<file path="config.mk">
export PLATFORM = sky130hd
export DESIGN_NAME = hrrs_cell
export DESIGN_NICKNAME = d
export VERILOG_FILES = /design/src/rtl/core/hrrs_pkg.sv /design/src/rtl/core/hrrs_cell.sv
export SDC_FILE = /design/constraint.sdc
export NUM_CORES = 2
export LEC_CHECK = 0
export BUFFER_PORTS_ARGS = -buffer_cell sky130_fd_sc_hd__buf_2
export CAP_MARGIN = 20
export CORE_ASPECT_RATIO = 0.7
export CORE_MARGIN = 2
export CORE_UTILIZATION = 38
export CTS_BUF_LIST = sky130_fd_sc_hd__clkbuf_2 sky130_fd_sc_hd__clkbuf_4 sky130_fd_sc_hd__clkbuf_8
export CTS_CLUSTER_DIAMETER = 200
export CTS_CLUSTER_SIZE = 25
export DETAILED_ROUTE_END_ITERATION = 10
export PLACE_DENSITY = 0.6
export SLEW_MARGIN = 0
export SYNTH_ARGS = -nofsm -noshare
export SYNTH_HDL_FRONTEND = slang
export SYNTH_SLANG_ARGS = --single-unit
</file>
<file path="constraint.sdc">
create_clock -name clk -period 17.5 [get_ports clk]
set_input_delay 5.25 -clock clk [delete_from_list [all_inputs] [get_ports clk]]
set_output_delay 5.25 -clock clk [all_outputs]
set_load 0.02 [all_outputs]
</file>
<file path="src/rtl/core/hrrs_pkg.sv">
package hrrs_pkg;

  // table geometry
  localparam int MAX_JOBS = 10;
  localparam int SLOT_W   = 4;
  localparam int CNT_W    = $clog2(MAX_JOBS + 1);

  // field widths
  localparam int NAME_W = 24;
  localparam int MEM_W  = 24;
  localparam int DEV_W  = 4;
  localparam int TIME_W = 16;
  localparam int SUM_W  = TIME_W + 1;
  localparam int PROD_W = SUM_W + TIME_W;

  // command codes
  localparam logic [1:0] FN_CLEAR = 2'd0;
  localparam logic [1:0] FN_LOAD  = 2'd1;
  localparam logic [1:0] FN_SCHED = 2'd2;

  // result kinds
  localparam logic [1:0] KIND_SEL  = 2'd0;
  localparam logic [1:0] KIND_END  = 2'd1;
  localparam logic [1:0] KIND_FULL = 2'd2;

  // register indexes
  localparam logic [1:0] REG_MEM      = 2'd0;
  localparam logic [1:0] REG_TAPES    = 2'd1;
  localparam logic [1:0] REG_PRINTERS = 2'd2;

  // reset values
  localparam logic [MEM_W-1:0] RST_MEM      = 24'd65536;
  localparam logic [DEV_W-1:0] RST_TAPES    = 4'd4;
  localparam logic [DEV_W-1:0] RST_PRINTERS = 4'd2;

  typedef struct packed {
    logic [NAME_W-1:0] name;
    logic [MEM_W-1:0]  mem;
    logic [DEV_W-1:0]  tapes;
    logic [DEV_W-1:0]  printers;
    logic [SUM_W-1:0]  sum;   // wait + run
    logic [TIME_W-1:0] run;
  } job_t;

  typedef struct packed {
    logic [MEM_W-1:0] mem;
    logic [DEV_W-1:0] tapes;
    logic [DEV_W-1:0] printers;
  } res_t;

  // token that walks the chain, carrying the best candidate so far
  typedef struct packed {
    logic              valid;
    logic              found;
    logic [SLOT_W-1:0] slot;
    job_t              job;
  } tok_t;

  // broadcast control from the sequencer to every cell
  typedef struct packed {
    logic              clear;
    logic              load;
    logic [SLOT_W-1:0] load_slot;
    logic              deq;
    logic [SLOT_W-1:0] deq_slot;
    job_t              wdata;
  } ctl_t;

endpackage

</file>
<file path="src/rtl/core/hrrs_cell.sv">
module hrrs_cell (
  input  logic                       clk,
  input  logic                       rst,
  input  logic [hrrs_pkg::SLOT_W-1:0] slot_id,
  input  hrrs_pkg::ctl_t             ctl,
  input  hrrs_pkg::res_t             free_res,
  input  hrrs_pkg::tok_t             tok_in,
  output hrrs_pkg::tok_t             tok_out
);

  hrrs_pkg::job_t             job;
  logic                       queued;
  hrrs_pkg::tok_t             tok_next;
  logic [hrrs_pkg::PROD_W-1:0] lhs;
  logic [hrrs_pkg::PROD_W-1:0] rhs;
  logic                       fits;
  logic                       take;

  // store the job on a load aimed at this slot
  always_ff @(posedge clk) begin
    if (ctl.load && ctl.load_slot == slot_id) begin
      job <= ctl.wdata;
    end
  end

  // queue on load, drop on clear or when picked
  always_ff @(posedge clk) begin
    if (rst || ctl.clear) begin
      queued <= 1'b0;
    end else if (ctl.load && ctl.load_slot == slot_id) begin
      queued <= 1'b1;
    end else if (ctl.deq && ctl.deq_slot == slot_id) begin
      queued <= 1'b0;
    end
  end

  // compare own ratio against the candidate by cross-multiplying
  always_comb begin
    lhs  = hrrs_pkg::PROD_W'(job.sum) * hrrs_pkg::PROD_W'(tok_in.job.run);
    rhs  = hrrs_pkg::PROD_W'(tok_in.job.sum) * hrrs_pkg::PROD_W'(job.run);
    fits = job.mem <= free_res.mem && job.tapes <= free_res.tapes &&
           job.printers <= free_res.printers;
    take = tok_in.valid && queued && fits && (!tok_in.found || lhs > rhs);
    tok_next = tok_in;
    if (take) begin
      tok_next.found = 1'b1;
      tok_next.slot  = slot_id;
      tok_next.job   = job;
    end
  end

  // hand the token to the older neighbor
  always_ff @(posedge clk) begin
    if (rst) begin
      tok_out <= '0;
    end else begin
      tok_out <= tok_next;
    end
  end

endmodule

</file>
==> metrics <==
slowest stage delay, CP=0.57 ns; Hold Slack=just under 0.5 ns; RSZ-0062 raised after global routing=no; Crit path required time=between 15 and 20 ns; r2r startpoint=job[22]; warnings from Yosys=0; vias in the first global route=19600; Area Overhead vs Synth=11.3%; CP Launch Point=tok_in[1]; post-synth top area cell=fa_1; H-tree Lvls=4; drc violations=0; final period utilization=between 70 and 80%; Post-synth EDFFs=between 80 and 90; crit path to=tok_out[90]; Total GRT Usage=21.6%; initial antenna violation count=17; Synthesized Nets=between 3000 and 4000; Setup crit end kind=flop; Slew Viols, Final=0; CORE AREA=0.0663 mm²; Slowest cell on crit path=fa_1; worst-margin pin slew=1.08 ns; Mapped Cells=about 2700; Worst-Skew Late Latency=approximately 0.61 ns; Mapped Avg Cell Area=between 9 and 10 µm²; Max Fclk=between 70 and 80 MHz; final hold violation count=0; Mapped Area=roughly 0.025 mm²; layout cells sized above 1=roughly an eighth; VDD IR-drop max=between 0.2 and 0.25 mV; dominant synthesized flop cell=dfxtp_1; wl on met1=32.8 mm; vias per std cell=4.85; min cycle time layout=between 10 and 15 ns; #FFs+latches synth=~190; most common cell in the synthesized netlist=inv_1; run status=completed; # hold bufs at CTS=0; pwr dens=194 mW/mm²; met3 wire len=roughly 5.3 mm; Area contributors post-synth=fa_1 33%, ha_1 14%, edfxtp_1 11%; Detailed Routing Iterations Pass 1=5; CTS max path bufs=2; row cnt=79; Setup Viol. Count Final=0; Worst Reg-to-Reg Cells=30; Post-synth ARST share=0%; vias=about 19000; crit path kind=input port to flop; antenna-violating nets left=0; area of the die=slightly below 0.07 mm²; Ports=about 330; Pwr Total=approximately 5.5 mW; post-synth top area share=between 30% and 40%; highest routed layer=met5; Synth top cells by count=528 x inv_1, 416 x fa_1, 335 x nand2_1, 275 x ha_1, 246 x and2_1; R2R setup slack=around 8.4 ns; final WL=about 71 mm; Worst EP arrival=13.67 ns; Post-DP HPWL=57.2 mm; PnR worst setup slack=roughly 4.3 ns; leakage power=14.1 nW; R2R Path End=tok_out[90]; clock transition at the registers of the reported paths=around 0.14 ns; clk_skew=around 0.052 ns; PostCTS Resize Cnt=0; wire per inst=18.5 µm; Max FO, Critical Path=67; # Max-Cap Violations=0; final core occ=42.6%; Sinks on Clock Net=~190; Final TNS setup=0 ns; Initial DRC Count=a little under 1000; largest net degree at the start of global routing=68; DR WL met2=between 30 and 40 mm; CP Launch Type=input port; post-synthesis cell type count=56; CTS tree=yes; first-pass GRT wire length=114 mm; die width=between 300 and 400 µm; postcts setup bufs=0; Setup WS pre-CTS=between 3 and 4 ns; register area share after synthesis=between 10% and 20%; nets@finish=3835; Critical Path Most Common Cell=fa_1; DIE HEIGHT=between 200 and 250 µm; Slew HR=between 20% and 30%; GRT overflow=0; Num CTS Buffers=17; port bufs=roughly 330; Clock Root Buffer=clkbuf_8; Final GP Congestion=just under 0.9; min-delay worst type=flop to flop; Starting Density=between 30% and 40%
==> worst min-delay path by stage <==
| stage | start | end | cells past startpoint |
|---|---|---|---|
| 2_1_floorplan | job[65] | tok_out[65] | 2 |
| 3_3_place_gp | job[68] | tok_out[68] | 2 |
| 3_5_place_dp | job[85] | tok_out[85] | 2 |
| 4_1_cts | job[71] | tok_out[71] | 2 |
| 5_1_grt | job[76] | tok_out[76] | 2 |
| 6_report | job[71] | tok_out[71] | 2 |
==> cells by family after synthesis <==
group                    share of synthesized area, %
flip-flops                                       18.1
AO/OA/AOI/OAI                                    5.28
multiplexers                                     3.66
AND/OR/NAND/NOR                                  14.7
adder cells (fa/ha/maj)                          46.3
buffers and inverters                            9.56
XOR/XNOR                                         2.38
==> power by group <==
part | total (mW) | switching (mW) | leakage, nW | internal [mW]
Clock | 0.346 | 0.229 | 0.222 | 0.117
Sequential | 0.495 | 0.0224 | 1.60 | 0.473
Combinational | 4.63 | 2.61 | 12.3 | 2.03
==> state kept, by name (all words and copies together), names as in the netlist <==
register and flops:
queued 1, job 89, tok_out 95
==> per-layer routing <==
metal	global-route usage, %	vias to the layer above
met5	0	-
met4	4.64	18
met3	5.31	62
met2	34.0	630
met1	30.1	9105
li1	-	8696
==> placed cells by master (no fill, tap or decap), drive strengths merged, types with 16 or more instances in the layout <==
master and count:
clkbuf 17, xor2 35, o21ai 32, edfxtp 89, mux2i 93, a21oi 62, inv 538, nor2b 16
fa 416, a21o 51, nand2 335, nand4 21, and2 246, xnor2 34, ha 275, dfxtp 96
buf 338, nor2 129
==> critical path, delay by kind of cell <==
kind / cells / cell delay [ns]
muxes: 1 / 0.26
xor gates and xnor gates: 1 / 0.14
adders and majority gates: 8 / 3.28
and+or+nand+nor: 8 / 1.91
AOI/OAI and AO/OA: 8 / 1.71
buffers and inverters: 5 / 0.86
==> through the flow <==
stage / cell area, µm² / std cells
floorplan: 25400 / 2657
global placement: 27800 / 3783
detailed placement: 27800 / 3783
CTS: 28300 / 3815
global route: 28300 / 3818
finish: 28300 / 3819
==> final cells by class <==
type                            count  area, µm²
Fill cell                        6511      38000
Multi-Input combinational cell   1841      18400
Sequential cell                   185       4590
Inverter                          528       1980
Timing Repair Buffer              338       1730
Tap cell                          891       1110
Clock buffer                       17        234
Clock inverter                     15        216
Antenna cell                        4       10.0
Power figures use the tool's default switching activity.
